### src/rtl/sba_pkg.sv
`timescale 1ns / 1ps

package sba_pkg;

    localparam int SBA_MAX_SLOTS = 32;
    localparam int SLOT_W        = 6;
    localparam int SCAN_W        = SLOT_W + 1;
    localparam int ADDR_W        = 32;
    localparam int PREFIX_W      = 6;
    localparam int REG_IDX_W     = 2;

    localparam logic [PREFIX_W-1:0] PREFIX_MAX   = PREFIX_W'(32);
    localparam logic [PREFIX_W-1:0] PREFIX_RESET = PREFIX_W'(24);

    localparam logic [REG_IDX_W-1:0] REG_BASE_ADDRESS = 2'd0;
    localparam logic [REG_IDX_W-1:0] REG_PREFIX_BITS  = 2'd1;
    localparam logic [REG_IDX_W-1:0] REG_SLOT_COUNT   = 2'd2;

    localparam logic OP_ALLOCATE = 1'b0;
    localparam logic OP_RELEASE  = 1'b1;

    localparam logic [1:0] STATUS_OK        = 2'd0;
    localparam logic [1:0] STATUS_NO_SLOT   = 2'd1;
    localparam logic [1:0] STATUS_IN_USE    = 2'd2;
    localparam logic [1:0] STATUS_SLOT_ZERO = 2'd3;

    typedef struct packed {
        logic              operation;
        logic [SLOT_W-1:0] slot_index;
    } sba_req_t;

    typedef struct packed {
        logic [1:0]          status;
        logic [SLOT_W-1:0]   granted_slot;
        logic [ADDR_W-1:0]   subnet_address;
        logic [PREFIX_W-1:0] subnet_prefix;
    } sba_rsp_t;

    typedef struct packed {
        logic [REG_IDX_W-1:0] reg_index;
        logic [ADDR_W-1:0]    reg_data;
    } sba_cfg_t;

endpackage

### src/rtl/sba_stream_if.sv
`timescale 1ns / 1ps

interface sba_stream_if #(
    parameter type payload_t = logic
);
    logic     valid;
    logic     ready;
    payload_t data;

    modport source (
        output valid,
        output data,
        input  ready
    );

    modport sink (
        input  valid,
        input  data,
        output ready
    );
endinterface

### src/rtl/subnet_bitmap_allocator.sv
`timescale 1ns / 1ps

// Subnet slot allocator over a bitmap of up to MAX_SLOTS slots, numbered 1..count.
// Channels: req (sink) takes one item {operation, slot_index}; rsp (source) gives one
// item {status, granted_slot, subnet_address, subnet_prefix} for every request;
// cfg (sink, always ready) writes base_address (0), prefix_bits (1), slot_count (2).
// Write cfg only while no request is in flight.
// Flow: a release or an allocate of a named slot goes from idle to the check state, which
// loads the result register once it is free. An allocate with index 0 first walks the bitmap
// one slot per cycle in a single compare unit, past the used slots below the first free
// one, and then goes to the check state. One request is in work at a time; req.ready is
// high only while the sequencer is idle, so a new request is taken only after the last one
// has left the check state.
// Reset: all slots free, base_address 0, prefix_bits 24, slot_count 0.
// Stall: a finished result waits in the output register; the next request is taken
// meanwhile and finishes only when that register is free, holding the bitmap unchanged.
module subnet_bitmap_allocator
    import sba_pkg::*;
#(
    parameter int MAX_SLOTS = SBA_MAX_SLOTS
)
(
    input  logic         clk,
    input  logic         rst_n,
    sba_stream_if.sink   req,
    sba_stream_if.source rsp,
    sba_stream_if.sink   cfg
);

    localparam logic [1:0] ST_IDLE  = 2'd0;
    localparam logic [1:0] ST_SCAN  = 2'd1;
    localparam logic [1:0] ST_CHECK = 2'd2;

    logic [1:0]           state_reg, state_next;
    logic                 op_reg, op_next;
    logic [SCAN_W-1:0]    slot_reg, slot_next;
    logic [MAX_SLOTS-1:0] map_reg, map_next;
    logic [ADDR_W-1:0]    base_reg;
    logic [PREFIX_W-1:0]  prefix_reg;
    logic [SLOT_W-1:0]    count_reg;
    logic                 out_valid_reg, out_valid_next;
    sba_rsp_t             out_reg, out_next;

    sba_req_t             req_item;
    sba_cfg_t             cfg_item;
    logic [SCAN_W-1:0]    eff_count;
    logic [PREFIX_W-1:0]  eff_prefix;
    logic [SLOT_W-1:0]    bit_pos;
    logic [MAX_SLOTS-1:0] slot_mask;
    logic                 slot_used;
    logic                 in_range;
    logic                 out_free;
    logic [ADDR_W-1:0]    slot_address;
    logic [1:0]           status;

    assign req_item  = req.data;
    assign cfg_item  = cfg.data;
    assign req.ready = (state_reg == ST_IDLE);
    assign cfg.ready = 1'b1;
    assign rsp.valid = out_valid_reg;
    assign rsp.data  = out_reg;

    assign eff_count  = (count_reg > SLOT_W'(MAX_SLOTS)) ? SCAN_W'(MAX_SLOTS)
                                                          : SCAN_W'(count_reg);
    assign eff_prefix = (prefix_reg > PREFIX_MAX) ? PREFIX_MAX : prefix_reg;
    assign bit_pos    = slot_reg[SLOT_W-1:0] - SLOT_W'(1);
    assign slot_mask  = MAX_SLOTS'(1) << bit_pos;
    assign in_range   = (slot_reg != '0) && (slot_reg <= eff_count);
    assign slot_used  = |(map_reg & slot_mask);
    assign out_free   = !out_valid_reg || rsp.ready;

    sba_addr_unit u_addr (
        .slot           (slot_reg[SLOT_W-1:0]),
        .base_address   (base_reg),
        .prefix         (eff_prefix),
        .subnet_address (slot_address)
    );

    always_comb
    begin
        if (op_reg == OP_ALLOCATE)
        begin
            if (!in_range)
            begin
                status = STATUS_NO_SLOT;
            end
            else if (slot_used)
            begin
                status = STATUS_IN_USE;
            end
            else
            begin
                status = STATUS_OK;
            end
        end
        else
        begin
            if (slot_reg == '0)
            begin
                status = STATUS_SLOT_ZERO;
            end
            else if (!in_range)
            begin
                status = STATUS_NO_SLOT;
            end
            else
            begin
                status = STATUS_OK;
            end
        end
    end

    always_comb
    begin
        state_next     = state_reg;
        op_next        = op_reg;
        slot_next      = slot_reg;
        map_next       = map_reg;
        out_valid_next = out_valid_reg;
        out_next       = out_reg;

        if (out_valid_reg && rsp.ready)
        begin
            out_valid_next = 1'b0;
        end

        case (state_reg)
            ST_IDLE:
            begin
                if (req.valid)
                begin
                    op_next = req_item.operation;
                    if (req_item.operation == OP_ALLOCATE && req_item.slot_index == '0)
                    begin
                        slot_next  = SCAN_W'(1);
                        state_next = ST_SCAN;
                    end
                    else
                    begin
                        slot_next  = SCAN_W'(req_item.slot_index);
                        state_next = ST_CHECK;
                    end
                end
            end
            ST_SCAN:
            begin
                // advance past used slots; stop on the first free or past the count
                if (in_range && slot_used)
                begin
                    slot_next = slot_reg + SCAN_W'(1);
                end
                else
                begin
                    state_next = ST_CHECK;
                end
            end
            ST_CHECK:
            begin
                if (out_free)
                begin
                    out_valid_next = 1'b1;
                    out_next.status = status;
                    if (status == STATUS_OK)
                    begin
                        out_next.granted_slot   = slot_reg[SLOT_W-1:0];
                        out_next.subnet_address = slot_address;
                        out_next.subnet_prefix  = eff_prefix;
                        if (op_reg == OP_ALLOCATE)
                        begin
                            map_next = map_reg | slot_mask;
                        end
                        else
                        begin
                            map_next = map_reg & ~slot_mask;
                        end
                    end
                    else
                    begin
                        out_next.granted_slot   = '0;
                        out_next.subnet_address = '0;
                        out_next.subnet_prefix  = '0;
                    end
                    state_next = ST_IDLE;
                end
            end
            default:
            begin
                state_next = ST_IDLE;
            end
        endcase
    end

    always_ff @(posedge clk or negedge rst_n)
    begin
        if (!rst_n)
        begin
            state_reg     <= ST_IDLE;
            map_reg       <= '0;
            out_valid_reg <= 1'b0;
            base_reg      <= '0;
            prefix_reg    <= PREFIX_RESET;
            count_reg     <= '0;
        end
        else
        begin
            state_reg     <= state_next;
            map_reg       <= map_next;
            out_valid_reg <= out_valid_next;
            if (cfg.valid)
            begin
                case (cfg_item.reg_index)
                    REG_BASE_ADDRESS: base_reg   <= cfg_item.reg_data;
                    REG_PREFIX_BITS:  prefix_reg <= cfg_item.reg_data[PREFIX_W-1:0];
                    REG_SLOT_COUNT:   count_reg  <= cfg_item.reg_data[SLOT_W-1:0];
                    default:          ;
                endcase
            end
        end
    end

    always_ff @(posedge clk)
    begin
        op_reg   <= op_next;
        slot_reg <= slot_next;
        out_reg  <= out_next;
    end

endmodule

### src/rtl/sba_addr_unit.sv
`timescale 1ns / 1ps

module sba_addr_unit
    import sba_pkg::*;
(
    input  logic [SLOT_W-1:0]   slot,
    input  logic [ADDR_W-1:0]   base_address,
    input  logic [PREFIX_W-1:0] prefix,
    output logic [ADDR_W-1:0]   subnet_address
);

    logic [SLOT_W-1:0]   offset;
    logic [PREFIX_W-1:0] shift;
    logic [ADDR_W-1:0]   step_offset;

    always_comb
    begin
        offset = slot - SLOT_W'(1);
        shift  = PREFIX_MAX - prefix;
        // a shift of the full word leaves every slot at the base
        if (shift[5])
        begin
            step_offset = '0;
        end
        else
        begin
            step_offset = ADDR_W'(offset) << shift[4:0];
        end
        subnet_address = base_address + step_offset;
    end

endmodule

### src/flat_wrapper.sv
// flat-port wrapper written by rule: the top's interface ports become plain ports
module subnet_bitmap_allocator_flat import sba_pkg::*;
#(
    parameter int MAX_SLOTS = SBA_MAX_SLOTS
)
  (clk, rst_n, req_valid, req_data, req_ready, rsp_valid, rsp_data, rsp_ready, cfg_valid, cfg_data, cfg_ready);
  sba_stream_if #(.payload_t(sba_req_t)) req_i ();
  sba_stream_if #(.payload_t(sba_rsp_t)) rsp_i ();
  sba_stream_if #(.payload_t(sba_cfg_t)) cfg_i ();
  input  logic clk;
  input  logic rst_n;
  input wire logic [$bits(req_i.valid)-1:0] req_valid;
  input wire logic [$bits(req_i.data)-1:0] req_data;
  output wire logic [$bits(req_i.ready)-1:0] req_ready;
  output wire logic [$bits(rsp_i.valid)-1:0] rsp_valid;
  output wire logic [$bits(rsp_i.data)-1:0] rsp_data;
  input wire logic [$bits(rsp_i.ready)-1:0] rsp_ready;
  input wire logic [$bits(cfg_i.valid)-1:0] cfg_valid;
  input wire logic [$bits(cfg_i.data)-1:0] cfg_data;
  output wire logic [$bits(cfg_i.ready)-1:0] cfg_ready;
  assign req_i.valid = req_valid;
  assign req_i.data = req_data;
  assign req_ready = req_i.ready;
  assign rsp_valid = rsp_i.valid;
  assign rsp_data = rsp_i.data;
  assign rsp_i.ready = rsp_ready;
  assign cfg_i.valid = cfg_valid;
  assign cfg_i.data = cfg_data;
  assign cfg_ready = cfg_i.ready;
  subnet_bitmap_allocator #(.MAX_SLOTS(MAX_SLOTS)) u_core (.clk(clk), .rst_n(rst_n), .req(req_i), .rsp(rsp_i), .cfg(cfg_i));
endmodule
### config.mk
export PLATFORM = sky130hd
export DESIGN_NAME = subnet_bitmap_allocator_flat
export DESIGN_NICKNAME = d
export VERILOG_FILES = /design/src/rtl/sba_pkg.sv /design/src/rtl/sba_stream_if.sv /design/src/rtl/subnet_bitmap_allocator.sv /design/src/rtl/sba_addr_unit.sv /design/src/flat_wrapper.sv
export SDC_FILE = /design/constraint.sdc
export NUM_CORES = 1
export LEC_CHECK = 0
export BUFFER_PORTS_ARGS = -buffer_cell sky130_fd_sc_hd__buf_2
export CAP_MARGIN = 15
export CELL_PAD_IN_SITES_DETAIL_PLACEMENT = 0
export CELL_PAD_IN_SITES_GLOBAL_PLACEMENT = 1
export CORE_UTILIZATION = 26
export CTS_BUF_LIST = sky130_fd_sc_hd__clkbuf_4 sky130_fd_sc_hd__clkbuf_8
export CTS_CLUSTER_SIZE = 10
export DETAILED_ROUTE_END_ITERATION = 10
export PLACE_DENSITY = 0.6
export SLEW_MARGIN = 10
export SYNTH_ARGS = -nofsm -noshare
export SYNTH_HDL_FRONTEND = slang
export SYNTH_HIERARCHICAL = 1
export SYNTH_SLANG_ARGS = --single-unit
### constraint.sdc
create_clock -name clk -period 11.7 [get_ports clk]
set_input_delay 0 -clock clk [delete_from_list [all_inputs] [get_ports clk]]
set_output_delay 0 -clock clk [all_outputs]
set_load 0.03 [all_outputs]
==> results.cfg, run 1 <==
[grt]
grt_remaining_overflow = 0
grt_max_degree = 58
initial_antenna_violation_count = 0
wire_length_of_the_first_global_routing_pass_microns = 40100
globalRouteTotalUtil_pct = 14.6
via_count_of_the_first_global_routing_pass = 7265

[layout]
multiInputGateArea_sq_um = 4860
final_cell_mix = 115 x nor2_1, 92 x buf_2, 84 x nand2_1, 77 x dfrtp_1, 71 x a21oi_1
number_of_fillers_in_the_final_layout = 3524
fin_cells = 1550
postLayoutCoreUtil_pct = 31.6
area.growth.synth_to_final_pct = 19.3
layout-drive-gt1-share_pct = 18.7
antenna_cells_inserted = 0
layout.cells.most_common = nor2_1
seq_area_sq_um = 3600
final_nets = 1181

[synthesis]
syn_nets = 1067
yosysWarningCount = 6
synth_area_sq_um = 8890
synth_seq_cells = 133
yosysSeqAreaShare_pct = 40.5
synth.lib_cells_used.distinct = 83
syn-mean-instance-area_sq_um = 9.12
ys_dominant_reg_cell = dfrtp_1
synthesis.instances = 975
edff_count_synth = 54
synth_async_sr_flop_share_pct = 59.4

[placement]
placed_cells = 1474
dp_slack_ns = 5.64
detailed_place_hpwl_microns = 18300
routabilityCongestion = 0.868
placement.io_buffers = 93

[worst_setup_path]
critPathArrivalTime_ns = 6.22
critical-path-max-stage-delay_ns = 0.84
criticalPathCategory = register to register
critPathLaunch = u_core/prefix_reg[5]
path_cells = nor2b_1 > inv_1 > ha_1 > xnor2_1 > o21ai_0 > nor2_1 > ha_1 > nand2_1 > nor4_2 > nand4_1 > nand2_1 > o21ai_1 > a2111oi_2 > o22ai_1 > xnor2_1 > nand2_1 > nor2_1
rr_startpoint = u_core/prefix_reg[5]
critPathTopFamily = simple AND/OR/NAND/NOR gates
timing.critical_path.required_ns = 11.93
critical_path.n_buffers_inverters = 1
critical_path.max_fanout = 15
max_stage_delay_cell_worst_path = xnor2_1
cp-start-kind = register
cp_common_cell = nand2_1
timing.critical_path.to_type = register

[clocking]
clock_insertion_delay_worst_skew_ns = 0.49
clock_tree_from_tritoncts = built
h_tree_depth = 4
clockBufferDepth = 2
clk_pin_slew_worst_paths_ns = 0.08
cts_buffers = 17
clock_tree.root_cell = clkbuf_8
numClockSinks = 133

[worst_hold_path]
timing.hold.worst.class = input port to register
hp-start = cfg_data[33]

[detailed_routing]
route.vias.total = 7439
avgRoutedWirePerCell_microns = 16.2
drt_iter0_markers = 408
detail_route.vias_per_cell = 4.80
final_antenna_net_count = 0
detail_route.drc_violations = 0
iteration_count_of_the_initial_detailed_routing_pass = 5
drt-total-wl_microns = 25200

[power_and_ir_drop]
power-per-cell-area_nw_per_um2 = 157
worst_ir_drop_vdd_mv = 0.0822
p_leak_nw = 4.36

[sta]
timing.final.setup_violations = 0
grt_setup_unrepaired = false
fmax_mhz = 167
hold_violations = 0
slew-limit-headroom_pct = 31.7
final.period_utilization_pct = 51.2
fin_tns_setup_ns = 0
post-route-min-period_ns = 5.99
final_max_slew_violation_count = 0
worst-slew-pin-transition_ns = 1.02
setup_ws_ns = 5.71
final.setup_skew_ns = 0.0135

[floorplanning]
top_level_ports = 95
area_of_the_core_region_sq_um = 33600
dieWidth_microns = 187
initial_utilization_pct = 26.5
chipHeight_microns = 187
die_area_sq_um = 35000
core.rowCount = 67

[flow_run]
maxCapViolations = 0

[status]
outcome = completed
[layer usage]
metal  wire [microns]  vias to the layer above  GRT usage, %
met4              711                        0          6.59
met5                0                        -             0
met2            12100                      143          24.6
met3              745                       38          2.55
li1                 -                     3710             -
met1            11600                     3548          18.3
[kinds of logic after synthesis]
logic type	share of synthesized area (%)
XOR/XNOR	4.14
AND/OR/NAND/NOR	17.7
AO/OA/AOI/OAI	17.5
adder cells (fa/ha/maj)	6.56
flip-flops	40.5
buffers and inverters	5.25
multiplexers	8.30
other	0.0422
[cell type report]
type	count	area share (%)
clock buffer	22	2.85
multi-input combinational	725	45.8
inverter	68	2.40
tap	448	5.28
timing repair buffer	144	9.15
sequential	133	33.9
clock inverter	10	0.625
[through the flow]
stage	area, sq um	total power, W	hold slack (ns)
floorplan	8890	0.00111	-0.296
global placement	9800	0.00130	-0.0655
detailed placement	9800	0.00130	-0.0680
CTS	10600	0.00169	0.0745
global route	10600	0.00178	0.118
finish	10600	0.00166	0.121
[tightest hold or removal path, cell delays in order]
cell	delay (ns)
buf_2	0.11
nand3b_1	0.25
mux2_2	0.21
[cell usage after synthesis (all sizes together), types with 5 or more instances]
cell | number | area (sq um)
o22ai | 6 | 37.5
nand3 | 36 | 190
inv | 67 | 251
o21ai | 61 | 313
nand2 | 84 | 315
nor2b | 13 | 81.3
nor3b | 8 | 65.1
a21o | 12 | 90.1
mux2i | 22 | 220
dfrtp | 77 | 1930
mux2 | 46 | 518
a22oi | 10 | 88.8
o21a | 11 | 82.6
and2 | 11 | 68.8
a21oi | 73 | 380
buf | 13 | 72.6
a22o | 6 | 52.6
xor2 | 14 | 123
nand2b | 7 | 43.8
nand4 | 9 | 75.1
ha | 45 | 563
edfxtp | 54 | 1620
a211oi | 5 | 37.5
nor2 | 115 | 432
a31oi | 7 | 43.8
xnor2 | 28 | 245
nor3 | 19 | 95.1
o211ai | 5 | 37.5
clkbuf | 36 | 139
[report_power, final]
| part | leakage [nW] | internal, W | switching [W] | total (W) |
|---|---|---|---|---|
| clock | 0.197 | 0.000175 | 0.000195 | 0.000370 |
| sequential | 1.53 | 0.000566 | 0.0000402 | 0.000606 |
| combinational | 2.63 | 0.000247 | 0.000441 | 0.000688 |
| total | 4.36 | 0.000988 | 0.000677 | 0.00166 |
[worst paths after layout]
kind | endpoint | slack, ns | cells past startpoint
hold / removal | u_core/count_reg[1] | 0.12 | 3
hold reg to reg | u_core/prefix_reg[0] | 0.50 | 1
min in group asynchronous | asynchronous set/reset pin | 0.53 | 4
max in group asynchronous | u_core/base_reg[13] | 10.36 | 4
setup reg to reg | u_core/rsp.data[37] | 5.71 | 17
setup / recovery | u_core/rsp.data[37] | 5.71 | 17
[what timing repair did]
| action | in CTS | in global routing |
|---|---|---|
| gates resized for setup | 0 | 0 |
| endpoints found under the hold margin | 77 | 0 |
| setup buffers | 0 | 0 |
| hold buffers | 44 | 0 |
(Power assumes the default switching activity.)
==> inputs of run 2 (changes only) <==
--- a/config.mk
+++ b/config.mk
@@ -5,6 +5,7 @@
 export SDC_FILE = /design/constraint.sdc
 export NUM_CORES = 1
 export LEC_CHECK = 0
+export ABC_AREA = 1
 export BUFFER_PORTS_ARGS = -buffer_cell sky130_fd_sc_hd__buf_2
 export CAP_MARGIN = 15
 export CELL_PAD_IN_SITES_DETAIL_PLACEMENT = 0
@@ -13,7 +14,7 @@
 export CTS_BUF_LIST = sky130_fd_sc_hd__clkbuf_4 sky130_fd_sc_hd__clkbuf_8
 export CTS_CLUSTER_SIZE = 10
 export DETAILED_ROUTE_END_ITERATION = 10
-export PLACE_DENSITY = 0.6
+export PLACE_DENSITY = 0.63
 export SLEW_MARGIN = 10
 export SYNTH_ARGS = -nofsm -noshare
 export SYNTH_HDL_FRONTEND = slang
==> constraint.sdc (replaced) <==
create_clock -name clk -period 5.33 [get_ports clk]
set_input_delay 0 -clock clk [delete_from_list [all_inputs] [get_ports clk]]
set_output_delay 0 -clock clk [all_outputs]
set_load 0.03 [all_outputs]
==> run 2 against run 1 <==
The flow now finishes with violations (DRC). Global-route usage increased by 1.6 points. Routed wire length increased by 16%. Non-clock buffer count decreased by 1. Area after synthesis increased by 6.1%. Sequential power increased to 2.6 times the previous value. First-iteration DRC count increased by 40%. Die area increased by 6.0%. Sequential share of layout area decreased by 1.5 points.
==> results.cfg, run 2 <==
[layout]
layout.cells.most_common = nand2_1
area.growth.synth_to_final_pct = 17.6
final_nets = 1460
final_cell_mix = 294 x nand2_1, 155 x nor2_1, 146 x inv_1, 92 x buf_2, 87 x nand3_1
layout-drive-gt1-share_pct = 14.5
antenna_cells_inserted = 0

[clocking]
cts_setup_buffers = 0
h_tree_depth = 4
numClockSinks = 133
cts_buffers = 17
clk_pin_slew_worst_paths_ns = 0.09
clockBufferDepth = 2
clock_tree_from_tritoncts = built
clock_tree.root_cell = clkbuf_8
clock_insertion_delay_worst_skew_ns = 0.49

[sta]
final_max_slew_violation_count = 0
worst-slew-pin-transition_ns = 1.11
grt_setup_unrepaired = false
final.setup_skew_ns = 0.0198
final.period_utilization_pct = 85.5
slew-limit-headroom_pct = 26.0
fmax_mhz = 219
whs_ns = 0.0510
post-route-min-period_ns = 4.56
fin_tns_setup_ns = 0
hold_violations = 0
timing.final.setup_violations = 0

[detailed_routing]
drt-total-wl_microns = 29300
avgRoutedWirePerCell_microns = 15.9
drt_iter0_markers = 570
final_antenna_net_count = 0
route.vias.total = 8660
detail_route.drc_violations = 10
detail_route.vias_per_cell = 4.70
iteration_count_of_the_initial_detailed_routing_pass = 7

[placement]
detailed_place_hpwl_microns = 21600
placement.io_buffers = 93
routabilityCongestion = 0.924

[grt]
wire_length_of_the_first_global_routing_pass_microns = 45600
grt_remaining_overflow = 0
initial_antenna_violation_count = 0
grt_max_degree = 94
globalRouteTotalUtil_pct = 16.3
via_count_of_the_first_global_routing_pass = 8208

[worst_setup_path]
critPathLaunch = u_core/prefix_reg[2]
criticalPathCategory = register to register
timing.critical_path.required_ns = 5.57
critical_path.max_fanout = 14
rr_startpoint = u_core/prefix_reg[2]
cp-start-kind = register
timing.critical_path.to_type = register
critPathArrivalTime_ns = 4.79

[synthesis]
syn_nets = 1349
post_synth_fa_ha_maj_area_fraction_pct = 6.18
syn-mean-instance-area_sq_um = 7.51
synth_seq_cells = 133
synth-compound-area-share_pct = 7.82
ys_dominant_reg_cell = dfrtp_1
synth_area_sq_um = 9440
synth_xor_xnor_area_share_pct = 2.56
synth.lib_cells_used.distinct = 49
synthSimpleGateAreaFrac_pct = 32.6
yosysSeqAreaShare_pct = 38.2
synth.area.mux_share_pct = 3.10
edff_count_synth = 54
synth_async_sr_flop_share_pct = 59.4
yosys-top-cells-count = 294 x nand2_1, 157 x nor2_1, 146 x inv_1
synth.top_cell.area_share_pct = 20.4
synthesis.instances = 1257
synth_top_family_by_area = simple AND/OR/NAND/NOR gates
synth_largest_area_cell = dfrtp_1
yosysWarningCount = 6
yosys-top-cells-area = dfrtp_1 20%, edfxtp_1 17%, nand2_1 12%, nor2_1 6.2%, ha_1 6.0%
yosys.cell_count.top_type = nand2_1

[power_and_ir_drop]
power-per-cell-area_nw_per_um2 = 449
total_power_w = 0.00498
worst_ir_drop_vdd_mv = 0.178
p_leak_nw = 5.33

[worst_hold_path]
hp-start = cfg_valid
timing.hold.worst.class = input port to register

[status]
violated_checks = DRC
outcome = complete, but fails checks

[flow_run]
maxCapViolations = 0

[floorplanning]
top_level_ports = 95
core.rowCount = 69
die_area_sq_um = 37100
dieWidth_microns = 193
area_of_the_core_region_sq_um = 35700
chipHeight_microns = 193
initial_utilization_pct = 26.5
## run 2: per-stage QoR
| stage | util (%) | setup WS, ns | instance area, sq um | cells |
|---|---|---|---|---|
| 2_1_floorplan | - | 1.24 | 9440 | 1257 |
| 4_1_cts | 31.1 | 0.529 | 11100 | 1842 |
| 3_3_place_gp | 28.6 | 0.587 | 10200 | 1765 |
| 6_report | 31.1 | 0.774 | 11100 | 1842 |
| 3_5_place_dp | 28.6 | 0.542 | 10200 | 1765 |
| 5_1_grt | 31.1 | 0.161 | 11100 | 1842 |
## run 2: cells by family (layout without fill, tap and decap cells)
| family | Yosys count | count (layout) |
|---|---|---|
| xor+xnor | 25 | 25 |
| other cells | 1 | 1 |
| fa+ha+maj | 46 | 46 |
| simple gates | 691 | 691 |
| mux | 26 | 26 |
| buf+inv | 206 | 330 |
| flops | 133 | 133 |
| compound gates | 129 | 129 |
## run 2: power by group
group,total (W),switching [W],internal (W)
registers,0.00156,0.000161,0.00139
clock network,0.000959,0.000484,0.000475
logic,0.00247,0.00177,0.000696
total,0.00498,0.00242,0.00256
## run 2: metal layers
metal  wire (microns)  part of all wire (%)  GRT usage, %  up-vias
met5                0                     0             0        -
met4              448                   1.5          5.51        0
met3              929                   3.2          2.53       18
met2            13400                    46          25.7      139
met1            14500                    50          22.4     4105
li1                 -                     -             -     4398
## run 2: cell type report
class / count / area [sq um]
fillers: 3899 / 24600
multi-input cells: 918 / 4950
flip-flops and latches: 133 / 3600
repair buffers: 143 / 956
inverters: 155 / 584
well taps: 461 / 577
clock buffers: 17 / 234
clock inverters: 15 / 193
## run 2: path summary, 6_finish.rpt
| check | end | slack (ns) | cells past startpoint |
|---|---|---|---|
| max | u_core/rsp.data[36] | 0.77 | 23 |
| min | u_core/prefix_reg[3] | 0.05 | 3 |
| max reg2reg | u_core/rsp.data[36] | 0.77 | 23 |
| max in group asynchronous | asynchronous set/reset pin | 3.95 | 3 |
| min reg2reg | register | 0.48 | 2 |
| min in group asynchronous | asynchronous set/reset pin | 0.23 | 3 |
## run 2: repair_timing
action | CTS | global route
endpoints found under the hold margin | 91 | 0
setup endpoints to repair | 0 | 1
hold buffers | 45 | 0
resized for setup | 0 | 1
## run 2: worst max-delay path: stages, from the launching register on
cell and delay, ns:
dfrtp_1 0.40, nor3_1 0.18, nand3_1 0.09, nand2_1 0.10
inv_1 0.09, nor2_2 0.31, inv_4 0.12, ha_1 0.26
xor2_2 0.38, inv_2 0.21, nor2_1 0.18, inv_1 0.07
nor3_1 0.19, ha_1 0.20, inv_1 0.05, fa_1 0.42
o21ai_2 0.23, a21oi_1 0.17, o21ai_2 0.27, nand3_1 0.15
nand3_1 0.11, nand2_1 0.05, inv_1 0.05, nor2_1 0.04
==> inputs of run 3 (changes only) <==
--- a/config.mk
+++ b/config.mk
@@ -8,7 +8,7 @@
 export ABC_AREA = 1
 export BUFFER_PORTS_ARGS = -buffer_cell sky130_fd_sc_hd__buf_2
 export CAP_MARGIN = 15
-export CELL_PAD_IN_SITES_DETAIL_PLACEMENT = 0
+export CELL_PAD_IN_SITES_DETAIL_PLACEMENT = 1
 export CELL_PAD_IN_SITES_GLOBAL_PLACEMENT = 1
 export CORE_UTILIZATION = 26
 export CTS_BUF_LIST = sky130_fd_sc_hd__clkbuf_4 sky130_fd_sc_hd__clkbuf_8
==> run 3 against run 2 <==
The run still ends with DRC left. Maximum frequency is 1.8% lower. Flip-flop and latch count stayed put. Cell count stayed put. Largest power group unchanged.
==> results.cfg, run 3 (synthesis gave the netlist of run 2 again) <==
[worst_setup_path]
max_stage_delay_cell_worst_path = fa_1
cp-start-kind = register
critPathArrivalTime_ns = 4.87
criticalPathCategory = register to register
critical_path.max_fanout = 14
r2r_end = u_core/rsp.data[32]
r2r_cells = 23
rr_startpoint = u_core/prefix_reg[2]
critPathTopFamily = simple AND/OR/NAND/NOR gates
path_cells = nor3_1 > nand3_1 > nand2_1 > inv_1 > nor2_2 > inv_4 > ha_1 > xor2_2 > inv_2 > nor2_1 > inv_1 > nor3_1 > ha_1 > inv_1 > fa_1 > o21ai_2 > a21oi_1 > o21bai_1 > nand3_1 > nand4_1 > nand2_1 > inv_1 > nor2_1
reg2reg_slack_ns = 0.69
critical-path-max-stage-delay_ns = 0.42
critical_path.n_buffers_inverters = 6
timing.critical_path.to_type = register
number_of_cells_on_the_critical_path = 23
cp_common_cell = inv_1
timing.critical_path.required_ns = 5.56

[layout]
multiInputGateArea_sq_um = 4950
seq_area_sq_um = 3600
antenna_cells_inserted = 0
area.growth.synth_to_final_pct = 17.4
layout.cells.most_common = nand2_1
number_of_fillers_in_the_final_layout = 4366
final_nets = 1460
final_cell_area_sq_um = 11100
fin_cells = 1842
layout-drive-gt1-share_pct = 14.5
final_cell_mix = 294 x nand2_1, 155 x nor2_1, 146 x inv_1, 92 x buf_2, 87 x nand3_1

[clocking]
clockBufferDepth = 2
numClockSinks = 133
h_tree_depth = 4
clock_tree.root_cell = clkbuf_8
cts_setup_buffers = 0
clock_insertion_delay_worst_skew_ns = 0.49
cts_buffers = 17
clk_pin_slew_worst_paths_ns = 0.09
clock_tree_from_tritoncts = built

[sta]
timing.final.setup_violations = 0
final.period_utilization_pct = 87.1
fin_tns_setup_ns = 0
final_max_slew_violation_count = 0
slew-limit-headroom_pct = 26.8
worst-slew-pin-transition_ns = 1.10
post-route-min-period_ns = 4.64
grt_setup_unrepaired = false
setup_ws_ns = 0.688
fmax_mhz = 215
final.setup_skew_ns = 0.0201
hold_violations = 0

[flow_run]
maxCapViolations = 0

[status]
outcome = complete, but fails checks
violated_checks = DRC

[placement]
place_area_sq_um = 10200
detailed_place_hpwl_microns = 23100
placed_cells = 1765
placement.io_buffers = 93
dp_slack_ns = 0.488
routabilityCongestion = 0.924

[floorplanning]
top_level_ports = 95
initial_utilization_pct = 26.5
die_area_sq_um = 37100
core.rowCount = 69
dieWidth_microns = 193
chipHeight_microns = 193
area_of_the_core_region_sq_um = 35700

[grt]
via_count_of_the_first_global_routing_pass = 8962
initial_antenna_violation_count = 0
grt_remaining_overflow = 0
grt_max_degree = 94
globalRouteTotalUtil_pct = 17.5
wire_length_of_the_first_global_routing_pass_microns = 49400

[worst_hold_path]
timing.hold.worst.class = input port to register
hp-start = cfg_valid
hold-path-cell-count = 3
timing.hold.worst_endpoint = u_core/prefix_reg[3]

[detailed_routing]
final_antenna_net_count = 0
iteration_count_of_the_initial_detailed_routing_pass = 7
avgRoutedWirePerCell_microns = 16.8
detail_route.drc_violations = 10
drt-total-wl_microns = 31000
detail_route.vias_per_cell = 4.81
drt_iter0_markers = 530
route.vias.total = 8866

[power_and_ir_drop]
p_leak_nw = 5.32
power-per-cell-area_nw_per_um2 = 451
worst_ir_drop_vdd_mv = 0.172
## run 3: changes by cell type in the layout (fill, tap and decap cells not counted)
cell | before | now
clkinv_4 | 1 | 2
inv_8 | 2 | 0
inv_6 | 5 | 4
clkinv_2 | 1 | 2
clkbuf_4 | 0 | 1
## run 3: final cells by class
type | instances | area share (%)
well taps | 461 | 5.20
clock inverters | 14 | 1.58
multi-input cells | 918 | 44.7
repair buffers | 143 | 8.62
inverters | 155 | 5.27
clock buffers | 18 | 2.18
flip-flops and latches | 133 | 32.5
## run 3: how the worst max path moves through the flow
stage                    startpoint                   to  slack (ns)
2_1_floorplan  u_core/prefix_reg[2]  u_core/rsp.data[36]        1.24
3_3_place_gp   u_core/prefix_reg[2]  u_core/rsp.data[32]        0.59
3_5_place_dp   u_core/prefix_reg[2]  u_core/rsp.data[36]        0.49
4_1_cts        u_core/prefix_reg[2]  u_core/rsp.data[24]        0.47
5_1_grt        u_core/prefix_reg[2]  u_core/rsp.data[34]        0.21
6_report       u_core/prefix_reg[2]  u_core/rsp.data[32]        0.69
## run 3: worst min-delay path, stage by stage
cell     delay (ns)
buf_2          0.12
nand3_1        0.29
o21ai_0        0.13
## run 3: metrics by stage
| step | hold slack, ns | total power, W | utilization [%] |
|---|---|---|---|
| floorplan | -0.296 | 0.00336 | - |
| global placement | -0.0843 | 0.00404 | 28.6 |
| detailed placement | -0.0861 | 0.00407 | 28.6 |
| CTS | 0.0234 | 0.00507 | 31.1 |
| global route | 0.137 | 0.00539 | 31.1 |
| finish | 0.0597 | 0.00500 | 31.1 |
## run 3: metal layers
| metal | vias to the layer above | global-route usage [%] | share of wire, % |
|---|---|---|---|
| met3 | 31 | 2.27 | 2.2 |
| met2 | 106 | 28.0 | 47 |
| li1 | 4398 | - | - |
| met4 | 0 | 6.15 | 2.1 |
| met1 | 4331 | 23.9 | 49 |
| met5 | - | 0 | 0 |
## run 3: repair_timing
| item | 4_1_cts | 5_1_grt |
|---|---|---|
| gates resized for setup | 0 | 1 |
| hold buffers | 45 | 0 |
| endpoints found under the setup margin | 0 | 2 |
| hold endpoints to repair | 85 | 0 |
## run 3: power by group
part	internal, W	switching, W
clock network	0.000472	0.000466
logic	0.000698	0.00181
registers	0.00139	0.000161
total	0.00256	0.00244
